`src/sv/spmb_pkg.sv`:
```
`timescale 1ns / 1ps
// Package for the stereo peak meter: widths, fixed-point constants and the result type.
// No dependencies; used by every module of the meter.
package spmb_pkg;

  localparam int unsigned SampleBits = 24;
  localparam int unsigned NumChan = 4;
  localparam int unsigned SumBits = SampleBits + 1;
  localparam int unsigned TopBits = $clog2(SumBits);
  localparam int unsigned FracBits = 16;
  localparam int unsigned MantBits = 31;
  localparam int unsigned MulW = 32;
  localparam int unsigned ProdW = 64;
  localparam int unsigned MeterW = 16;
  localparam int unsigned DbW = 15;
  localparam int unsigned CoeffW = 16;
  localparam int unsigned CfgIdxW = 2;
  localparam int unsigned InTdataW = ((NumChan * SampleBits + 7) / 8) * 8;
  localparam int unsigned OutTdataW = ((NumChan * MeterW + 2 * DbW + 7) / 8) * 8;

  localparam logic [CfgIdxW-1:0] CFG_ATTACK = CfgIdxW'(0);
  localparam logic [CfgIdxW-1:0] CFG_RELEASE = CfgIdxW'(1);
  localparam logic [CoeffW-1:0] AttackReset = CoeffW'(16384);
  localparam logic [CoeffW-1:0] ReleaseReset = CoeffW'(5243);

  localparam int DbK = 394566;
  localparam int DbShift = 24;
  localparam int DbFloor = -30720;
  localparam int DbMin = -15360;
  localparam int DbMax = 3072;
  localparam int MeterRecip = 4067204;
  localparam int MeterShift = 20;
  localparam int FolShift = 16;

  typedef struct packed {
    logic [1:0][DbW-1:0]          db;
    logic [NumChan-1:0][MeterW-1:0] meter;
  } res_t;

  function automatic logic [TopBits-1:0] msb_index(input logic [SumBits-1:0] x);
    logic [TopBits-1:0] top;
    top = '0;
    for (int i = 0; i < SumBits; i++) begin
      if (x[i]) begin
        top = TopBits'(i);
      end
    end
    return top;
  endfunction

endpackage

```
`src/sv/spmb_mul.sv`:
```
`timescale 1ns / 1ps
// Shared signed multiplier with a registered product.
// Depends on spmb_pkg for the operand and product widths.
module spmb_mul (
  input  logic                                clk_i,
  input  logic signed [spmb_pkg::MulW-1:0]   a_i,
  input  logic signed [spmb_pkg::MulW-1:0]   b_i,
  output logic signed [spmb_pkg::ProdW-1:0]  p_o
);

  logic signed [spmb_pkg::ProdW-1:0] p_q;
  logic signed [spmb_pkg::ProdW-1:0] p_d;

  assign p_d = spmb_pkg::ProdW'(a_i) * spmb_pkg::ProdW'(b_i);

  always_ff @(posedge clk_i) begin
    p_q <= p_d;
  end

  assign p_o = p_q;

endmodule

```
`src/sv/spmb_peak.sv`:
```
`timescale 1ns / 1ps
// Running absolute peak per channel, with a snapshot taken and the peaks cleared on a block end.
// Depends on spmb_pkg for the sample width and channel count.
module spmb_peak (
  input  logic                                                clk_i,
  input  logic                                                rst_ni,
  input  logic                                                accept_i,
  input  logic                                                block_end_i,
  input  logic [spmb_pkg::NumChan-1:0][spmb_pkg::SampleBits-1:0] samples_i,
  output logic [spmb_pkg::NumChan-1:0][spmb_pkg::SampleBits-1:0] snap_o
);

  logic [spmb_pkg::NumChan-1:0][spmb_pkg::SampleBits-1:0] run_q, run_d;
  logic [spmb_pkg::NumChan-1:0][spmb_pkg::SampleBits-1:0] snap_q, snap_d;
  logic [spmb_pkg::NumChan-1:0][spmb_pkg::SampleBits-1:0] upd;
  logic [spmb_pkg::NumChan-1:0][spmb_pkg::SampleBits-1:0] mag;

  always_comb begin
    for (int i = 0; i < spmb_pkg::NumChan; i++) begin
      mag[i] = samples_i[i][spmb_pkg::SampleBits-1] ?
               (spmb_pkg::SampleBits'(0) - samples_i[i]) : samples_i[i];
      upd[i] = (mag[i] > run_q[i]) ? mag[i] : run_q[i];
    end
  end

  always_comb begin
    run_d  = run_q;
    snap_d = snap_q;
    if (accept_i) begin
      if (block_end_i) begin
        snap_d = upd;
        run_d  = '0;
      end else begin
        run_d = upd;
      end
    end
  end

  always_ff @(posedge clk_i or negedge rst_ni) begin
    if (!rst_ni) begin
      run_q <= '0;
    end else begin
      run_q <= run_d;
    end
  end

  always_ff @(posedge clk_i) begin
    snap_q <= snap_d;
  end

  assign snap_o = snap_q;

endmodule

```
`src/sv/spmb_core.sv`:
```
`timescale 1ns / 1ps
// Sequencer that turns the peak snapshot into six smoothed levels with one shared multiplier.
// Depends on spmb_pkg and instantiates spmb_mul.
module spmb_core (
  input  logic                                                clk_i,
  input  logic                                                rst_ni,
  input  logic                                                start_i,
  input  logic [spmb_pkg::NumChan-1:0][spmb_pkg::SampleBits-1:0] peaks_i,
  input  logic [spmb_pkg::CoeffW-1:0]                         atk_i,
  input  logic [spmb_pkg::CoeffW-1:0]                         rel_i,
  input  logic                                                out_free_i,
  output logic                                                busy_o,
  output logic                                                res_valid_o,
  output spmb_pkg::res_t                                      res_o
);

  typedef enum logic [9:0] {
    S_IDLE = 10'b0000000001,
    S_LOAD = 10'b0000000010,
    S_SQR  = 10'b0000000100,
    S_DBM  = 10'b0000001000,
    S_DBR  = 10'b0000010000,
    S_POST = 10'b0000100000,
    S_MTRR = 10'b0001000000,
    S_FOL  = 10'b0010000000,
    S_FOLR = 10'b0100000000,
    S_DONE = 10'b1000000000
  } state_e;

  localparam int unsigned ValW = 18;
  localparam int unsigned DbProdW = 48;
  localparam int unsigned DbRawW = 20;
  localparam int unsigned FolProdW = 40;
  localparam int unsigned FolRawW = ValW + 1;
  localparam int unsigned MtrQW = 20;
  localparam int unsigned MantQ = spmb_pkg::MantBits - 1;
  localparam logic [2:0] LastIdx = 3'd5;
  localparam logic [2:0] PairIdx = 3'd4;
  localparam logic signed [DbRawW-1:0] FloorRaw = DbRawW'(spmb_pkg::DbFloor);
  localparam logic signed [ValW-1:0] FloorV = ValW'(spmb_pkg::DbFloor);
  localparam logic signed [ValW-1:0] DbMinV = ValW'(spmb_pkg::DbMin);
  localparam logic signed [ValW-1:0] DbMaxV = ValW'(spmb_pkg::DbMax);
  localparam logic [MtrQW-1:0] MeterMax = MtrQW'((1 << spmb_pkg::MeterW) - 1);

  state_e state_q, state_d;
  logic [2:0] idx_q, idx_d;
  logic [3:0] cnt_q, cnt_d;
  logic [spmb_pkg::TopBits-1:0] top_q, top_d;
  logic [spmb_pkg::FracBits-1:0] frac_q, frac_d;
  logic signed [ValW-1:0] db_q, db_d;
  logic signed [ValW-1:0] tgt_q, tgt_d;
  logic [spmb_pkg::NumChan-1:0][spmb_pkg::MeterW-1:0] meter_q, meter_d;
  logic [1:0][spmb_pkg::DbW-1:0] lvl_q, lvl_d;

  logic signed [spmb_pkg::MulW-1:0] mul_a, mul_b;
  logic signed [spmb_pkg::ProdW-1:0] prod;

  logic is_pair;
  logic [spmb_pkg::SumBits-1:0] x;
  logic [spmb_pkg::TopBits-1:0] top;
  logic [spmb_pkg::SumBits+MantQ-1:0] wide;
  logic [spmb_pkg::MantBits-1:0] mant, mnext;
  logic sq_carry;
  logic [spmb_pkg::TopBits-1:0] fbits;
  logic signed [spmb_pkg::MulW-1:0] log_rel;

  logic [DbProdW-1:0] db_mag, db_sum;
  logic [DbRawW-1:0] db_abs;
  logic signed [DbRawW-1:0] db_raw;

  logic [ValW-1:0] mtr_n;
  logic [MtrQW-1:0] mtr_q;

  logic signed [ValW-1:0] held, diff;
  logic [spmb_pkg::CoeffW-1:0] coeff;
  logic [FolProdW-1:0] fol_mag, fol_sum;
  logic [FolRawW-1:0] fol_abs;
  logic signed [FolRawW-1:0] fol_new;

  spmb_mul u_mul (
    .clk_i (clk_i),
    .a_i   (mul_a),
    .b_i   (mul_b),
    .p_o   (prod)
  );

  assign is_pair = (idx_q >= PairIdx);

  always_comb begin
    case (idx_q)
      3'd0, 3'd1, 3'd2, 3'd3: x = {1'b0, peaks_i[idx_q[1:0]]};
      PairIdx: x = {1'b0, peaks_i[0]} + {1'b0, peaks_i[1]};
      default: x = {1'b0, peaks_i[2]} + {1'b0, peaks_i[3]};
    endcase
  end

  assign top = spmb_pkg::msb_index(x);
  assign wide = {x, {MantQ{1'b0}}} >> top;
  assign mant = wide[spmb_pkg::MantBits-1:0];

  assign sq_carry = prod[2*spmb_pkg::MantBits-1];
  assign mnext = sq_carry ? prod[2*spmb_pkg::MantBits-1 -: spmb_pkg::MantBits]
                          : prod[2*spmb_pkg::MantBits-2 -: spmb_pkg::MantBits];

  assign fbits = is_pair ? spmb_pkg::TopBits'(spmb_pkg::SampleBits)
                         : spmb_pkg::TopBits'(spmb_pkg::SampleBits - 1);
  assign log_rel = $signed(spmb_pkg::MulW'({top_q, frac_q})) -
                   $signed(spmb_pkg::MulW'(fbits) << spmb_pkg::FracBits);

  assign db_mag = prod[DbProdW-1] ? (~prod[DbProdW-1:0] + 1'b1) : prod[DbProdW-1:0];
  assign db_sum = db_mag + (DbProdW'(1) << (spmb_pkg::DbShift - 1));
  assign db_abs = {1'b0, db_sum[spmb_pkg::DbShift +: DbRawW-1]};
  assign db_raw = prod[DbProdW-1] ? -$signed(db_abs) : $signed(db_abs);

  assign mtr_n = (db_q > DbMinV) ? ValW'(db_q - DbMinV) : '0;
  assign mtr_q = prod[spmb_pkg::MeterShift +: MtrQW];

  assign held = is_pair ? ValW'($signed(lvl_q[idx_q[0]]))
                        : $signed({2'b00, meter_q[idx_q[1:0]]});
  assign diff = tgt_q - held;
  assign coeff = (tgt_q > held) ? atk_i : rel_i;
  assign fol_mag = prod[FolProdW-1] ? (~prod[FolProdW-1:0] + 1'b1) : prod[FolProdW-1:0];
  assign fol_sum = fol_mag + (FolProdW'(1) << (spmb_pkg::FolShift - 1));
  assign fol_abs = {1'b0, fol_sum[spmb_pkg::FolShift +: FolRawW-1]};
  assign fol_new = FolRawW'(held) +
                   (prod[FolProdW-1] ? -$signed(fol_abs) : $signed(fol_abs));

  always_comb begin
    state_d = state_q;
    idx_d = idx_q;
    cnt_d = cnt_q;
    top_d = top_q;
    frac_d = frac_q;
    db_d = db_q;
    tgt_d = tgt_q;
    meter_d = meter_q;
    lvl_d = lvl_q;
    res_valid_o = 1'b0;
    mul_a = '0;
    mul_b = '0;
    case (state_q)
      S_IDLE: begin
        if (start_i) begin
          idx_d = '0;
          state_d = S_LOAD;
        end
      end
      S_LOAD: begin
        mul_a = spmb_pkg::MulW'(mant);
        mul_b = spmb_pkg::MulW'(mant);
        if (x == '0) begin
          db_d = FloorV;
          state_d = S_POST;
        end else begin
          top_d = top;
          frac_d = '0;
          cnt_d = 4'd15;
          state_d = S_SQR;
        end
      end
      S_SQR: begin
        mul_a = spmb_pkg::MulW'(mnext);
        mul_b = spmb_pkg::MulW'(mnext);
        frac_d[cnt_q] = sq_carry;
        if (cnt_q == '0) begin
          state_d = S_DBM;
        end else begin
          cnt_d = cnt_q - 4'd1;
        end
      end
      S_DBM: begin
        mul_a = log_rel;
        mul_b = spmb_pkg::MulW'(spmb_pkg::DbK);
        state_d = S_DBR;
      end
      S_DBR: begin
        db_d = (db_raw < FloorRaw) ? FloorV : ValW'(db_raw);
        state_d = S_POST;
      end
      S_POST: begin
        if (is_pair) begin
          if (db_q < DbMinV) begin
            tgt_d = DbMinV;
          end else if (db_q > DbMaxV) begin
            tgt_d = DbMaxV;
          end else begin
            tgt_d = db_q;
          end
          state_d = S_FOL;
        end else begin
          mul_a = spmb_pkg::MulW'(mtr_n);
          mul_b = spmb_pkg::MulW'(spmb_pkg::MeterRecip);
          state_d = S_MTRR;
        end
      end
      S_MTRR: begin
        tgt_d = $signed({2'b00, (mtr_q > MeterMax) ? MeterMax[spmb_pkg::MeterW-1:0]
                                                   : mtr_q[spmb_pkg::MeterW-1:0]});
        state_d = S_FOL;
      end
      S_FOL: begin
        mul_a = spmb_pkg::MulW'(diff);
        mul_b = spmb_pkg::MulW'(coeff);
        state_d = S_FOLR;
      end
      S_FOLR: begin
        if (is_pair) begin
          lvl_d[idx_q[0]] = fol_new[spmb_pkg::DbW-1:0];
        end else begin
          meter_d[idx_q[1:0]] = fol_new[spmb_pkg::MeterW-1:0];
        end
        if (idx_q == LastIdx) begin
          state_d = S_DONE;
        end else begin
          idx_d = idx_q + 3'd1;
          state_d = S_LOAD;
        end
      end
      S_DONE: begin
        if (out_free_i) begin
          res_valid_o = 1'b1;
          state_d = S_IDLE;
        end
      end
      default: begin
        state_d = S_IDLE;
      end
    endcase
  end

  always_ff @(posedge clk_i or negedge rst_ni) begin
    if (!rst_ni) begin
      state_q <= S_IDLE;
      idx_q   <= '0;
      meter_q <= '0;
      lvl_q   <= '0;
    end else begin
      state_q <= state_d;
      idx_q   <= idx_d;
      meter_q <= meter_d;
      lvl_q   <= lvl_d;
    end
  end

  always_ff @(posedge clk_i) begin
    cnt_q  <= cnt_d;
    top_q  <= top_d;
    frac_q <= frac_d;
    db_q   <= db_d;
    tgt_q  <= tgt_d;
  end

  assign busy_o = (state_q != S_IDLE);
  assign res_o.meter = meter_q;
  assign res_o.db = lvl_q;

endmodule

```
`src/sv/stereo_peak_meter_ballistics.sv`:
```
`timescale 1ns / 1ps
// Stereo peak meter with attack and release smoothing, top level.
// Depends on spmb_pkg and instantiates spmb_peak and spmb_core.
//
// Each input item is one stereo frame: the input pair and the output pair of a
// processor, 24-bit two's complement, with tlast marking the last frame of a block.
// Frames without tlast only update the running peaks, and the block stays ready
// after each of them. A frame with tlast snapshots and clears the peaks, and the
// sequencer then forms six levels with a single shared multiplier: a base-2 log
// by sixteen squarings, the dB scaling, the meter mapping and the smoothing step.
// A silent peak or pair skips the log and the dB scaling. tready stays low from
// the block end until its result item is offered. The result sits in an output
// register. While it waits, further frames without tlast are still accepted; a
// new block end finishes its work and then holds until the receiver has taken
// the earlier result. Reset clears the peaks and the smoothed levels and loads
// the default attack and release coefficients; the user must write them over the
// configuration port only while the block is idle; the block does not enforce this.
module stereo_peak_meter_ballistics (
  input  logic                                  clk_i,
  input  logic                                  rst_ni,
  input  logic                                  s_axis_tvalid,
  output logic                                  s_axis_tready,
  // in_left, in_right, out_left, out_right from the lowest bit up.
  input  logic [spmb_pkg::InTdataW-1:0]         s_axis_tdata,
  input  logic                                  s_axis_tlast,
  output logic                                  m_axis_tvalid,
  input  logic                                  m_axis_tready,
  // in_meter_left, in_meter_right, out_meter_left, out_meter_right, in_level_db,
  // out_level_db from the lowest bit up, then zero padding.
  output logic [spmb_pkg::OutTdataW-1:0]        m_axis_tdata,
  input  logic                                  cfg_we_i,
  input  logic [spmb_pkg::CfgIdxW-1:0]          cfg_idx_i,
  input  logic [spmb_pkg::CoeffW-1:0]           cfg_data_i
);

  logic in_accept;
  logic busy;
  logic out_free;
  logic res_valid;
  spmb_pkg::res_t res;
  logic [spmb_pkg::NumChan-1:0][spmb_pkg::SampleBits-1:0] samples;
  logic [spmb_pkg::NumChan-1:0][spmb_pkg::SampleBits-1:0] snap;
  logic [spmb_pkg::CoeffW-1:0] atk_q, atk_d, rel_q, rel_d;
  logic out_valid_q, out_valid_d;
  spmb_pkg::res_t out_data_q, out_data_d;

  assign samples = s_axis_tdata[spmb_pkg::NumChan*spmb_pkg::SampleBits-1:0];
  assign s_axis_tready = !busy;
  assign in_accept = s_axis_tvalid && s_axis_tready;
  assign out_free = !out_valid_q || m_axis_tready;

  spmb_peak u_peak (
    .clk_i       (clk_i),
    .rst_ni      (rst_ni),
    .accept_i    (in_accept),
    .block_end_i (s_axis_tlast),
    .samples_i   (samples),
    .snap_o      (snap)
  );

  spmb_core u_core (
    .clk_i       (clk_i),
    .rst_ni      (rst_ni),
    .start_i     (in_accept && s_axis_tlast),
    .peaks_i     (snap),
    .atk_i       (atk_q),
    .rel_i       (rel_q),
    .out_free_i  (out_free),
    .busy_o      (busy),
    .res_valid_o (res_valid),
    .res_o       (res)
  );

  always_comb begin
    atk_d = atk_q;
    rel_d = rel_q;
    if (cfg_we_i) begin
      case (cfg_idx_i)
        spmb_pkg::CFG_ATTACK: atk_d = cfg_data_i;
        spmb_pkg::CFG_RELEASE: rel_d = cfg_data_i;
        default: begin
        end
      endcase
    end
  end

  always_comb begin
    out_valid_d = out_valid_q;
    out_data_d = out_data_q;
    if (res_valid) begin
      out_valid_d = 1'b1;
      out_data_d = res;
    end else if (m_axis_tready) begin
      out_valid_d = 1'b0;
    end
  end

  always_ff @(posedge clk_i or negedge rst_ni) begin
    if (!rst_ni) begin
      atk_q       <= spmb_pkg::AttackReset;
      rel_q       <= spmb_pkg::ReleaseReset;
      out_valid_q <= 1'b0;
    end else begin
      atk_q       <= atk_d;
      rel_q       <= rel_d;
      out_valid_q <= out_valid_d;
    end
  end

  always_ff @(posedge clk_i) begin
    out_data_q <= out_data_d;
  end

  assign m_axis_tvalid = out_valid_q;
  assign m_axis_tdata = spmb_pkg::OutTdataW'(out_data_q);

endmodule
```
`config.mk`:
```
export PLATFORM = sky130hd
export DESIGN_NAME = stereo_peak_meter_ballistics
export DESIGN_NICKNAME = d
export VERILOG_FILES = /design/src/sv/spmb_pkg.sv /design/src/sv/spmb_mul.sv /design/src/sv/spmb_peak.sv /design/src/sv/spmb_core.sv /design/src/sv/stereo_peak_meter_ballistics.sv
export SDC_FILE = /design/constraint.sdc
export NUM_CORES = 2
export LEC_CHECK = 0
export BUFFER_PORTS_ARGS = -buffer_cell sky130_fd_sc_hd__buf_2
export CAP_MARGIN = 15
export CELL_PAD_IN_SITES_DETAIL_PLACEMENT = 2
export CELL_PAD_IN_SITES_GLOBAL_PLACEMENT = 2
export CORE_MARGIN = 5
export CORE_UTILIZATION = 35
export CTS_CLUSTER_SIZE = 25
export DETAILED_ROUTE_END_ITERATION = 8
export PLACE_DENSITY_LB_ADDON = 0.1
export SYNTH_ARGS = -nofsm -noshare
export SYNTH_HDL_FRONTEND = slang
export SYNTH_HIERARCHICAL = 1
export SYNTH_SLANG_ARGS = --single-unit
export TNS_END_PERCENT = 100
```
`constraint.sdc`:
```
create_clock -name clk_i -period 28.2 [get_ports clk_i]
set_input_delay 5.64 -clock clk_i [delete_from_list [all_inputs] [get_ports clk_i]]
set_output_delay 5.64 -clock clk_i [all_outputs]
set_load 0.01 [all_outputs]
```
==> out/metrics.cfg <==
[clock_tree]
post_cts_buffers=0
clock-sinks=549
clkLatencyLatePin_ns=0.71
clock_path_buffers=3
htree_num_levels=2
hold_buffers=0
numCtsBuffers=59
cts_resized=0
cts_tree=built
path_clk_slew_ns=0.08
root_buffer=clkbuf_16

[finish]
nFillCells=22700
stdcell_area_um2=79400
drive_gt1_share_pct=9.67
layout.nets=9376
most-common-layout-cells=inv_1, fa_1, nand2_1, and2_1, ha_1
syn_to_final_growth_pct=8.55
post-route-util_pct=38.3
layout_commonest_cell=inv_1

[synthesis]
synth_area_um2=73200
ys_warn_count=6
syn_inst=7789
avgSynthCellArea_um2=9.40

[power_and_ir_drop]
ir_drop_mv=0.0802
fin_total_pwr_w=0.00565
p_leak_nw=37.5
powerDensity_nw_per_um2=71.1

[timing]
setup_viol=0
finalClockSkew_ns=0.0804
finalCritPeriodShare_pct=54.2
tns_ns=0
period_needed_ns=15.28
tightest_slew_ns=1.22
finalHoldViolations=0
drv_slew=0
maxSlewHeadroom_pct=17.8
clock.fmax_mhz=65.5
rsz0062_at_grt=no

[worst_setup_path]
critPathSlowestCell=dfrtp_4
path_class=reg2reg
slowest_delay_ns=0.77
start_kind=flop
crit_arrival_ns=15.82
cp.required_ns=28.75
crit_path_max_fanout=37
cp-end-kind=flop
crit_family=adder cells
path_buf_inv=10
cpMostUsedCell=fa_1

[status]
status=completed

[die]
io_pins=218
die_w_um=467
fp-row-count=167
die_area_um2=218000
die_h_um=467
initial_core_util_pct=35.3
coreArea_um2=207000

[grt]
grt_pass1_vias=65300
grt_pass1_wl_um=404000
antenna_found_initial=20
grt_util_all_layers_pct=23.9
gr-total-overflow=0
grt_max_degree=78

[route]
drt_iter0_markers=2750
wl_um=261000
first_pass_iters=5
ant_nets=0
vias=56800
route.detailed.drc=0
viasPerCell=5.33
post_drt_wl_per_cell_um=24.5

[hold_path]
hold_path.class=reg2reg

[place]
dpl_cell_area_um2=77300
dp_hpwl_um=204000
portBuffers=215
gp_congestion=0.862

[job]
drv_cap=0

## path summary, 6_finish.rpt
path                                                   start                            to  slack [ns]  cells past startpoint
min in group asynchronous                             rst_ni  u_peak/run_q[69]$_DFFE_PN0P_        4.98                      1
max in group asynchronous                             rst_ni  u_core/res_o[70]$_DFFE_PN0P_       21.07                      3
worst min register to register  u_core/res_o[93]$_DFFE_PN0P_    m_axis_tdata[93]$_DFFE_PP_        0.47                      0
worst min-delay path            u_core/res_o[93]$_DFFE_PN0P_    m_axis_tdata[93]$_DFFE_PP_        0.47                      0
worst max-delay path             u_core/idx_q[0]$_DFFE_PN0P_  u_core/u_mul/p_o[61]$_DFF_P_       12.92                     45
worst max register to register   u_core/idx_q[0]$_DFFE_PN0P_  u_core/u_mul/p_o[61]$_DFF_P_       12.92                     45
## layer usage
layer	part of all wire, %	vias up	GRT usage (%)
met5	0.0050	-	0
met4	2.0	2	4.19
met3	2.2	225	1.48
met2	52	746	44.0
met1	44	30500	31.3
li1	-	25300	-
## state kept, by name, summed over array words and instances (netlist names)
name              flops
u_peak/run_q         96
u_peak/snap_o        96
m_axis_tdata         94
u_core/res_o         94
u_core/u_mul/p_o     62
u_core/db_q          18
u_core/tgt_q         18
atk_q                16
rel_q                16
u_core/frac_q        16
u_core/state_q       10
u_core/top_q          5
u_core/cnt_q          4
u_core/idx_q          3
m_axis_tvalid         1
## per-stage QoR
step	std cells	setup WS [ns]	hold slack, ns
after global routing	10600	12.00	0.479
after CTS	10600	13.00	0.467
after global placement	10500	13.41	0.445
after floorplan	7798	14.01	0.436
final	10600	12.92	0.467
after detailed placement	10500	13.09	0.453
## worst register-to-register path, delay by kind of cell (launching register included)
family	cells	cell delay (ns)
simple gates	13	3.95
compound gates	12	3.10
fa+ha+maj	10	5.02
flops	1	0.77
buf+inv	10	2.35
## report_power, final
group | internal, W | total [W] | switching (W)
combinational | 0.00120 | 0.00360 | 0.00239
clock | 0.000482 | 0.000857 | 0.000375
sequential | 0.00103 | 0.00120 | 0.000166
## cell type report
type / count / area [um^2] / area share [%]
Antenna cell: 6 / 15.0 / 0.0189
Clock buffer: 77 / 1650 / 2.08
Clock inverter: 35 / 450 / 0.567
Inverter: 1354 / 5080 / 6.40
Multi-Input combinational cell: 5496 / 52000 / 65.5
Sequential cell: 549 / 14700 / 18.5
Tap cell: 2788 / 3490 / 4.39
Timing Repair Buffer: 334 / 1990 / 2.50
No activity file was read; power rests on OpenSTA's default activity.
